File: config.mk
export PLATFORM = sky130hd
export DESIGN_NAME = quicksort_hoare_sorter_top
export DESIGN_NICKNAME = d
export VERILOG_FILES = /design/src/hw/rtl/qsh_pkg.sv /design/src/hw/rtl/quicksort_hoare_sorter_top.sv /design/src/hw/rtl/qsh_ctrl.sv /design/src/hw/rtl/qsh_dp.sv
export SDC_FILE = /design/constraint.sdc
export NUM_CORES = 2
export LEC_CHECK = 0
export BUFFER_PORTS_ARGS = -buffer_cell sky130_fd_sc_hd__buf_2
export CORE_ASPECT_RATIO = 2
export CORE_UTILIZATION = 39
export CTS_CLUSTER_SIZE = 12
export DETAILED_ROUTE_END_ITERATION = 12
export GPL_ROUTABILITY_DRIVEN = 1
export GPL_TIMING_DRIVEN = 0
export PLACE_DENSITY = 0.57
export SYNTH_ARGS = -nofsm -noshare
export SYNTH_HDL_FRONTEND = slang
export SYNTH_SLANG_ARGS = --single-unit
File: constraint.sdc
create_clock -name clock -period 13.6 [get_ports clock]
set_input_delay 0.68 -clock clock [delete_from_list [all_inputs] [get_ports clock]]
set_output_delay 0.68 -clock clock [all_outputs]
set_load 0.02 [all_outputs]
File: src/hw/rtl/qsh_pkg.sv
// shared constants, datapath command codes and status type for the quicksort sorter
package qsh_pkg;

   localparam int DEPTH  = 64;
   localparam int DATA_W = 32;
   localparam int IDX_W  = (DEPTH > 1) ? $clog2(DEPTH) : 1;
   localparam int CNT_W  = IDX_W + 1;
   localparam int CMD_W  = 4;

   localparam logic [CMD_W-1:0] CMD_NONE      = 4'd0;
   localparam logic [CMD_W-1:0] CMD_LOAD      = 4'd1;
   localparam logic [CMD_W-1:0] CMD_INIT      = 4'd2;
   localparam logic [CMD_W-1:0] CMD_CHECK     = 4'd3;
   localparam logic [CMD_W-1:0] CMD_POP       = 4'd4;
   localparam logic [CMD_W-1:0] CMD_PIVOT     = 4'd5;
   localparam logic [CMD_W-1:0] CMD_SCAN_I    = 4'd6;
   localparam logic [CMD_W-1:0] CMD_SCAN_J    = 4'd7;
   localparam logic [CMD_W-1:0] CMD_SWAP      = 4'd8;
   localparam logic [CMD_W-1:0] CMD_READ_I    = 4'd9;
   localparam logic [CMD_W-1:0] CMD_SPLIT     = 4'd10;
   localparam logic [CMD_W-1:0] CMD_OUT_FIRST = 4'd11;
   localparam logic [CMD_W-1:0] CMD_EMIT      = 4'd12;

   typedef struct packed {
      logic lo_lt_hi;
      logic sp_zero;
      logic i_advance;
      logic j_retreat;
      logic i_ge_j;
      logic k_last;
   } dp_status_type;

endpackage

File: src/hw/rtl/quicksort_hoare_sorter_top.sv
// top level of the quicksort sorter: sequencer plus datapath
//
// Values are loaded one request per cycle while busy is low; a request with
// req_is_last set starts the sort and busy stays high until the run has been
// returned. Up to DEPTH values are kept, further ones are discarded and
// rsp_dropped is set on every result of that run. The sort is an in-place
// Hoare quicksort with a middle pivot over a single-read, single-write store,
// so each scan step reads one element, a swap writes one side as the j scan
// stops and the other in the SWAP state, and each sub-range passes through
// CHECK and PIVOT, with a POP when it comes off the range stack.
// Results then follow on consecutive cycles, one per rsp_strobe, after one
// cycle of setup, and must be taken as they come: the receiver cannot stall.
module quicksort_hoare_sorter_top
   import qsh_pkg::*;
(
   input  logic                     clock,
   input  logic                     reset,
   input  logic                     start,
   output logic                     busy,
   input  logic signed [DATA_W-1:0] req_value,
   input  logic                     req_is_last,
   output logic                     rsp_strobe,
   output logic signed [DATA_W-1:0] rsp_sorted_value,
   output logic                     rsp_is_final,
   output logic                     rsp_dropped
);

   logic [CMD_W-1:0] cmd;
   dp_status_type    status;

   qsh_ctrl u_ctrl (
      .clock       (clock),
      .reset       (reset),
      .start       (start),
      .req_is_last (req_is_last),
      .status      (status),
      .cmd         (cmd),
      .busy        (busy),
      .rsp_strobe  (rsp_strobe)
   );

   qsh_dp u_dp (
      .clock            (clock),
      .reset            (reset),
      .cmd              (cmd),
      .req_value        (req_value),
      .status           (status),
      .rsp_sorted_value (rsp_sorted_value),
      .rsp_is_final     (rsp_is_final),
      .rsp_dropped      (rsp_dropped)
   );

endmodule

File: src/hw/rtl/qsh_ctrl.sv
// sequencer for load, partition, range stack and emit phases
module qsh_ctrl
   import qsh_pkg::*;
(
   input  logic               clock,
   input  logic               reset,
   input  logic               start,
   input  logic               req_is_last,
   input  dp_status_type      status,
   output logic [CMD_W-1:0]   cmd,
   output logic               busy,
   output logic               rsp_strobe
);

   localparam logic [3:0] ST_IDLE      = 4'd0;
   localparam logic [3:0] ST_INIT      = 4'd1;
   localparam logic [3:0] ST_CHECK     = 4'd2;
   localparam logic [3:0] ST_POP       = 4'd3;
   localparam logic [3:0] ST_PIVOT     = 4'd4;
   localparam logic [3:0] ST_SCAN_I    = 4'd5;
   localparam logic [3:0] ST_SCAN_J    = 4'd6;
   localparam logic [3:0] ST_SWAP      = 4'd7;
   localparam logic [3:0] ST_READ_I    = 4'd8;
   localparam logic [3:0] ST_SPLIT     = 4'd9;
   localparam logic [3:0] ST_OUT_FIRST = 4'd10;
   localparam logic [3:0] ST_EMIT      = 4'd11;

   logic [3:0] state_ff;
   logic [3:0] state_in;

   always_comb begin
      state_in = state_ff;
      cmd      = CMD_NONE;
      unique case (state_ff)
         ST_IDLE: begin
            if (start) begin
               cmd = CMD_LOAD;
               if (req_is_last) begin
                  state_in = ST_INIT;
               end
            end
         end
         ST_INIT: begin
            cmd      = CMD_INIT;
            state_in = ST_CHECK;
         end
         ST_CHECK: begin
            cmd = CMD_CHECK;
            if (status.lo_lt_hi) begin
               state_in = ST_PIVOT;
            end else if (status.sp_zero) begin
               state_in = ST_OUT_FIRST;
            end else begin
               state_in = ST_POP;
            end
         end
         ST_POP: begin
            cmd      = CMD_POP;
            state_in = ST_CHECK;
         end
         ST_PIVOT: begin
            cmd      = CMD_PIVOT;
            state_in = ST_SCAN_I;
         end
         ST_SCAN_I: begin
            cmd = CMD_SCAN_I;
            if (!status.i_advance) begin
               state_in = ST_SCAN_J;
            end
         end
         ST_SCAN_J: begin
            cmd = CMD_SCAN_J;
            if (!status.j_retreat) begin
               state_in = status.i_ge_j ? ST_SPLIT : ST_SWAP;
            end
         end
         ST_SWAP: begin
            cmd      = CMD_SWAP;
            state_in = ST_READ_I;
         end
         ST_READ_I: begin
            cmd      = CMD_READ_I;
            state_in = ST_SCAN_I;
         end
         ST_SPLIT: begin
            cmd      = CMD_SPLIT;
            state_in = ST_CHECK;
         end
         ST_OUT_FIRST: begin
            cmd      = CMD_OUT_FIRST;
            state_in = ST_EMIT;
         end
         ST_EMIT: begin
            cmd = CMD_EMIT;
            if (status.k_last) begin
               state_in = ST_IDLE;
            end
         end
         default: begin
            state_in = ST_IDLE;
         end
      endcase
   end

   always_ff @(posedge clock) begin
      if (reset) begin
         state_ff <= ST_IDLE;
      end else begin
         state_ff <= state_in;
      end
   end

   assign busy       = (state_ff != ST_IDLE);
   assign rsp_strobe = (state_ff == ST_EMIT);

endmodule

File: src/hw/rtl/qsh_dp.sv
// element store, range stack, scan indices and compare logic
module qsh_dp
   import qsh_pkg::*;
(
   input  logic                     clock,
   input  logic                     reset,
   input  logic [CMD_W-1:0]         cmd,
   input  logic signed [DATA_W-1:0] req_value,
   output dp_status_type            status,
   output logic signed [DATA_W-1:0] rsp_sorted_value,
   output logic                     rsp_is_final,
   output logic                     rsp_dropped
);

   logic signed [DATA_W-1:0] store_mem [DEPTH];
   logic [2*IDX_W-1:0]       stack_mem [DEPTH];

   logic signed [DATA_W-1:0] rd_data_ff;
   logic [2*IDX_W-1:0]       stk_data_ff;

   logic [CNT_W-1:0]         count_ff;
   logic                     over_ff;
   logic [CNT_W-1:0]         sp_ff;
   logic [IDX_W-1:0]         lo_ff;
   logic [IDX_W-1:0]         hi_ff;
   logic [IDX_W-1:0]         i_ff;
   logic [IDX_W-1:0]         j_ff;
   logic [IDX_W-1:0]         mid_ff;
   logic [IDX_W-1:0]         k_ff;
   logic signed [DATA_W-1:0] pivot_ff;
   logic signed [DATA_W-1:0] ival_ff;

   logic [IDX_W-1:0]         rd_addr;
   logic                     wr_en;
   logic [IDX_W-1:0]         wr_addr;
   logic signed [DATA_W-1:0] wr_data;
   logic                     push_en;
   logic [2*IDX_W-1:0]       push_data;

   logic [CNT_W-1:0]         count_dec;
   logic [CNT_W-1:0]         sp_dec;
   logic [IDX_W-1:0]         mid_calc;
   logic [IDX_W-1:0]         split_m;
   logic [IDX_W:0]           two_m_plus1;
   logic [IDX_W:0]           lo_plus_hi;
   logic                     left_smaller;
   logic                     count_full;
   logic                     sp_full;

   assign count_dec   = count_ff - 1'b1;
   assign sp_dec      = sp_ff - 1'b1;
   assign mid_calc    = lo_ff + ((hi_ff - lo_ff) >> 1);
   assign split_m     = ((j_ff < lo_ff) || (j_ff >= hi_ff)) ? mid_ff : j_ff;
   assign two_m_plus1 = {split_m, 1'b1};
   assign lo_plus_hi  = {1'b0, lo_ff} + {1'b0, hi_ff};
   assign left_smaller = (two_m_plus1 < lo_plus_hi);
   assign count_full  = (count_ff >= CNT_W'(DEPTH));
   assign sp_full     = (sp_ff >= CNT_W'(DEPTH));

   assign status.lo_lt_hi  = (lo_ff < hi_ff);
   assign status.sp_zero   = (sp_ff == '0);
   assign status.i_advance = (i_ff < hi_ff) && (rd_data_ff < pivot_ff);
   assign status.j_retreat = (j_ff > lo_ff) && (rd_data_ff > pivot_ff);
   assign status.i_ge_j    = (i_ff >= j_ff);
   assign status.k_last    = ({1'b0, k_ff} == count_dec);

   // store address and write selection
   always_comb begin
      rd_addr   = '0;
      wr_en     = 1'b0;
      wr_addr   = i_ff;
      wr_data   = rd_data_ff;
      push_en   = 1'b0;
      push_data = {lo_ff, split_m};
      case (cmd)
         CMD_LOAD: begin
            wr_en   = !count_full;
            wr_addr = count_ff[IDX_W-1:0];
            wr_data = req_value;
         end
         CMD_CHECK: begin
            rd_addr = mid_calc;
         end
         CMD_PIVOT: begin
            rd_addr = lo_ff;
         end
         CMD_SCAN_I: begin
            rd_addr = status.i_advance ? (i_ff + 1'b1) : j_ff;
         end
         CMD_SCAN_J: begin
            rd_addr = j_ff - 1'b1;
            wr_en   = !status.j_retreat && !status.i_ge_j;
            wr_addr = i_ff;
            wr_data = rd_data_ff;
         end
         CMD_SWAP: begin
            wr_en   = 1'b1;
            wr_addr = j_ff;
            wr_data = ival_ff;
         end
         CMD_READ_I: begin
            rd_addr = i_ff;
         end
         CMD_SPLIT: begin
            push_en   = !sp_full;
            push_data = left_smaller ? {split_m + 1'b1, hi_ff} : {lo_ff, split_m};
         end
         CMD_OUT_FIRST: begin
            rd_addr = '0;
         end
         CMD_EMIT: begin
            rd_addr = k_ff + 1'b1;
         end
         default: begin
            rd_addr = '0;
         end
      endcase
   end

   always_ff @(posedge clock) begin
      if (wr_en) begin
         store_mem[wr_addr] <= wr_data;
      end
      rd_data_ff <= store_mem[rd_addr];
   end

   always_ff @(posedge clock) begin
      if (push_en) begin
         stack_mem[sp_ff[IDX_W-1:0]] <= push_data;
      end
      stk_data_ff <= stack_mem[sp_dec[IDX_W-1:0]];
   end

   // control counters
   always_ff @(posedge clock) begin
      if (reset) begin
         count_ff <= '0;
         over_ff  <= 1'b0;
         sp_ff    <= '0;
      end else begin
         case (cmd)
            CMD_LOAD: begin
               if (count_full) begin
                  over_ff <= 1'b1;
               end else begin
                  count_ff <= count_ff + 1'b1;
               end
            end
            CMD_INIT: begin
               sp_ff <= '0;
            end
            CMD_CHECK: begin
               if (!status.lo_lt_hi && !status.sp_zero) begin
                  sp_ff <= sp_dec;
               end
            end
            CMD_SPLIT: begin
               if (!sp_full) begin
                  sp_ff <= sp_ff + 1'b1;
               end
            end
            CMD_EMIT: begin
               if (status.k_last) begin
                  count_ff <= '0;
                  over_ff  <= 1'b0;
                  sp_ff    <= '0;
               end
            end
            default: begin
               sp_ff <= sp_ff;
            end
         endcase
      end
   end

   // range and scan registers
   always_ff @(posedge clock) begin
      case (cmd)
         CMD_INIT: begin
            lo_ff <= '0;
            hi_ff <= count_dec[IDX_W-1:0];
         end
         CMD_CHECK: begin
            mid_ff <= mid_calc;
         end
         CMD_POP: begin
            lo_ff <= stk_data_ff[2*IDX_W-1:IDX_W];
            hi_ff <= stk_data_ff[IDX_W-1:0];
         end
         CMD_PIVOT: begin
            pivot_ff <= rd_data_ff;
            i_ff     <= lo_ff;
            j_ff     <= hi_ff;
         end
         CMD_SCAN_I: begin
            if (status.i_advance) begin
               i_ff <= i_ff + 1'b1;
            end else begin
               ival_ff <= rd_data_ff;
            end
         end
         CMD_SCAN_J: begin
            if (status.j_retreat) begin
               j_ff <= j_ff - 1'b1;
            end
         end
         CMD_SWAP: begin
            i_ff <= i_ff + 1'b1;
            j_ff <= j_ff - 1'b1;
         end
         CMD_SPLIT: begin
            if (left_smaller) begin
               hi_ff <= split_m;
            end else begin
               lo_ff <= split_m + 1'b1;
            end
         end
         CMD_OUT_FIRST: begin
            k_ff <= '0;
         end
         CMD_EMIT: begin
            k_ff <= k_ff + 1'b1;
         end
         default: begin
            k_ff <= k_ff;
         end
      endcase
   end

   assign rsp_sorted_value = rd_data_ff;
   assign rsp_is_final     = status.k_last;
   assign rsp_dropped      = over_ff;

endmodule

==> flow_metrics.env <==
export IMPL_ir_worst_vdd_mv=0.277
export IMPL_internal_power_mw=20.0
export IMPL_netlist_area_sq_um=118000
export IMPL_power_switching_mw=14.4
export IMPL_drc=0
export IMPL_rr_worst_depth=15
export IMPL_start_kind="register"
export IMPL_dp_hpwl_mm=282
export IMPL_cp_common_cell="clkbuf_1"
export IMPL_clock_sinks=2979
export IMPL_reg2reg_slack_ps=4650
export IMPL_path_cells="clkbuf_1 -> nor2_1 -> nand2_1 -> inv_1 -> clkbuf_1 -> a21o_1 -> a221oi_1 -> nand3_1 -> buf_2 -> nand3_1 -> clkbuf_1 -> o22a_1 -> a21oi_1 -> a2111oi_0 -> nand3b_1"
export IMPL_path_clk_slew_ps=60
export IMPL_slew_violations=18
export IMPL_rows=285
export IMPL_arrival_ps=9550
export IMPL_pin_count=72
export IMPL_dieArea_sq_um=305000
export IMPL_path_class="reg -> reg"
export IMPL_place_congestion=1.01
export IMPL_maxCapViolCount=2
export IMPL_avgSynthCellArea_sq_um=17.4
export IMPL_final_common_cell="edfxtp_1"
export IMPL_crit_end="u_dp.rsp_sorted_value[29]"
export IMPL_cp_required_ps=14210
export IMPL_area_delta_synth_final_pct=14.2
export IMPL_place_area_sq_um=127000
export IMPL_coreArea_sq_um=301000
export IMPL_cts_made_buffers=292
export IMPL_p_sw_share_pct=41.8
export IMPL_yosys_warnings=0
export IMPL_drt_iter0_markers=7541
export IMPL_synthesis_nets=6927
export IMPL_grt_pass1_wl_mm=540
export IMPL_nFillCells=26200
export IMPL_max_stage_delay_ps=1150
export IMPL_synthArstFlopShare_pct=0
export IMPL_clk_insertion_delay_late_ps=900
export IMPL_period_needed_ps=8950
export IMPL_ys_flop_type="edfxtp_1"
export IMPL_post_drt_via_cell_ratio=5.86
export IMPL_pwr_density_cell_nw_per_um2=255
export IMPL_ys_seq_area_share_pct=75.2
export IMPL_cp_startpoint="u_ctrl.state_ff[2]"
export IMPL_vias=66900
export IMPL_first_pass_iters=6
export IMPL_clkPwrFrac_pct=21.2
export IMPL_yosys_cell_types_count=87
export IMPL_nNetsFinal=7416
export IMPL_cp_slowest_cell="a2111oi_0"
export IMPL_seq_power_share_pct=36.3
export IMPL_syn_inst=6803
export IMPL_final_hold_violation_count=0
export IMPL_ys_ff_latch=2979
export IMPL_grt_util_all_layers_pct=25.7
export IMPL_hp_class="in -> reg"
export IMPL_die_w_um=391
export IMPL_cts_resized=0
export IMPL_crit_cells=15
export IMPL_status="complete, but fails checks"
export IMPL_multiInputGateArea_sq_um=28000
export IMPL_r2r_end="u_dp.rsp_sorted_value[29]"
export IMPL_critPathTopFamily="compound AO/OA/AOI/OAI gates"
export IMPL_start_util_pct=39.2
export IMPL_synth_edff_count=2916
export IMPL_endpoint_kind="register"
export IMPL_fin_crit_sh_pct=65.8
export IMPL_holdBufCountCts=0
export IMPL_drive_above_1_share_pct=15.5
export IMPL_grt_overflow=0
export IMPL_grt_pass1_vias=67900
export IMPL_wire_per_inst_um=34.8
export IMPL_final_core_util_pct=44.8
export IMPL_final_cell_area_sq_um=135000
export IMPL_power_frac_comb_pct=42.5
export IMPL_antenna_left=0
export IMPL_cts_root_buf="clkbuf_16"
export IMPL_worst_slew_pin_transition_ps=1550
export IMPL_io_buffers=70
export IMPL_tns_ps=0
export IMPL_postCtsSetupBuffers=0
export IMPL_wirelength_mm=398
export IMPL_hold_start="req_is_last"
export IMPL_r2r_start="u_ctrl.state_ff[2]"
export IMPL_grt_max_degree=65
export IMPL_critPathMaxFanout=15
export IMPL_layout_common_cells="edfxtp_1, nand2_1, mux2i_1, mux4_2, clkbuf_16"
export IMPL_antenna_found_initial=43
export IMPL_worstPathBufferInverterCount=5
export IMPL_cts_tree="done"
export IMPL_max_clock_freq_mhz=112
export IMPL_power_leakage_nw=44.5
export IMPL_clock_path_buffers=4
export IMPL_violations="max-capacitance violations, max-slew violations"
export IMPL_register_area_sq_um=88800
export IMPL_finalSetupViolCount=0
export IMPL_rsz0062_at_grt="no"
export IMPL_fin_worst_skew_ps=61.7
export IMPL_slew_headroom_pct=-3.00
export IMPL_h_tree_depth=5
export IMPL_hold_ws_ps=307
export IMPL_fp_dieH_um=780
==> area by class of cell <==
class                      instances  area share (%)
sequential                      2979            65.9
multi-input combinational       3362            20.7
clock buffer                     338            5.67
tap                             4018            3.73
timing repair buffer             195            2.16
buffer                           386            1.33
inverter                          76           0.212
clock inverter                    20           0.147
antenna                           51          0.0947
==> sequential cells by signal (all words and copies together) (netlist names), 7 cells and up <==
signal,flops
u_dp.sp_ff,7
u_dp.store_mem,2048
u_dp.stack_mem,768
u_dp.stk_data_ff,12
u_dp.count_ff,7
u_dp.ival_ff,32
u_dp.rsp_sorted_value,32
u_dp.pivot_ff,32
==> cells by family after synthesis <==
logic type	after synthesis	synth area share, %
buffers and inverters	462	1.76
AOI/OAI and AO/OA	863	5.21
muxes	871	11.0
xor gates and xnor gates	48	0.356
DFF	2979	75.2
and+or+nand+nor	1492	5.45
adders and majority gates	88	0.952
==> power by group through the flow <==
stage	logic, mW	registers (mW)	clock network, mW
final	14.6	12.5	7.29
after global routing	14.9	12.5	7.66
after CTS	14.4	12.5	7.35
after detailed placement	14.3	12.7	0
after global placement	13.4	13.1	0
after floorplan	6.79	12.7	0
==> metal layers <==
| metal | global-route usage [%] | vias up | part of all wire [%] |
|---|---|---|---|
| met5 | 0 | - | 0.0058 |
| li1 | - | 27900 | - |
| met4 | 22.5 | 4 | 10 |
| met2 | 45.3 | 3256 | 51 |
| met1 | 26.4 | 34700 | 31 |
| met3 | 4.08 | 989 | 6.7 |
==> cell usage after synthesis, drive strengths merged, types with 83 or more instances <==
| cell type | number | share of area [%] |
|---|---|---|
| nor2 | 234 | 0.75 |
| o2111ai | 83 | 0.62 |
| edfxtp | 2916 | 74 |
| o22ai | 90 | 0.48 |
| nand3 | 271 | 1.2 |
| clkbuf | 219 | 0.70 |
| mux2i | 520 | 4.4 |
| mux4 | 343 | 6.5 |
| buf | 167 | 0.82 |
| nand2 | 819 | 2.6 |
| ha | 85 | 0.90 |
| a21oi | 233 | 0.99 |
==> worst min-delay path by stage <==
stage,cells after the start,slack (ps),endpoint
detailed placement,2,500,u_dp.count_ff[6]
CTS,4,260,u_ctrl.state_ff[2]
global route,4,310,u_ctrl.state_ff[2]
floorplan,2,450,u_dp.rsp_sorted_value[19]
global placement,2,500,u_dp.count_ff[6]
finish,4,310,u_ctrl.state_ff[2]
==> tightest hold or removal path: cells and delay by family <==
family	cells	cell delay [ps]
AO/OA/AOI/OAI	2	260
buffers and inverters	1	100
AND/OR/NAND/NOR	1	90
==> stage by stage <==
stage               power (mW)  cells  worst slack [ps]
floorplan                 19.5   6803              7370
global placement          26.5  10900              2810
detailed placement        27.0  11000              5100
CTS                       34.2  11400              5060
global route              35.0  11400              4830
finish                    34.4  11400              4650
(Power assumes the default switching activity.)
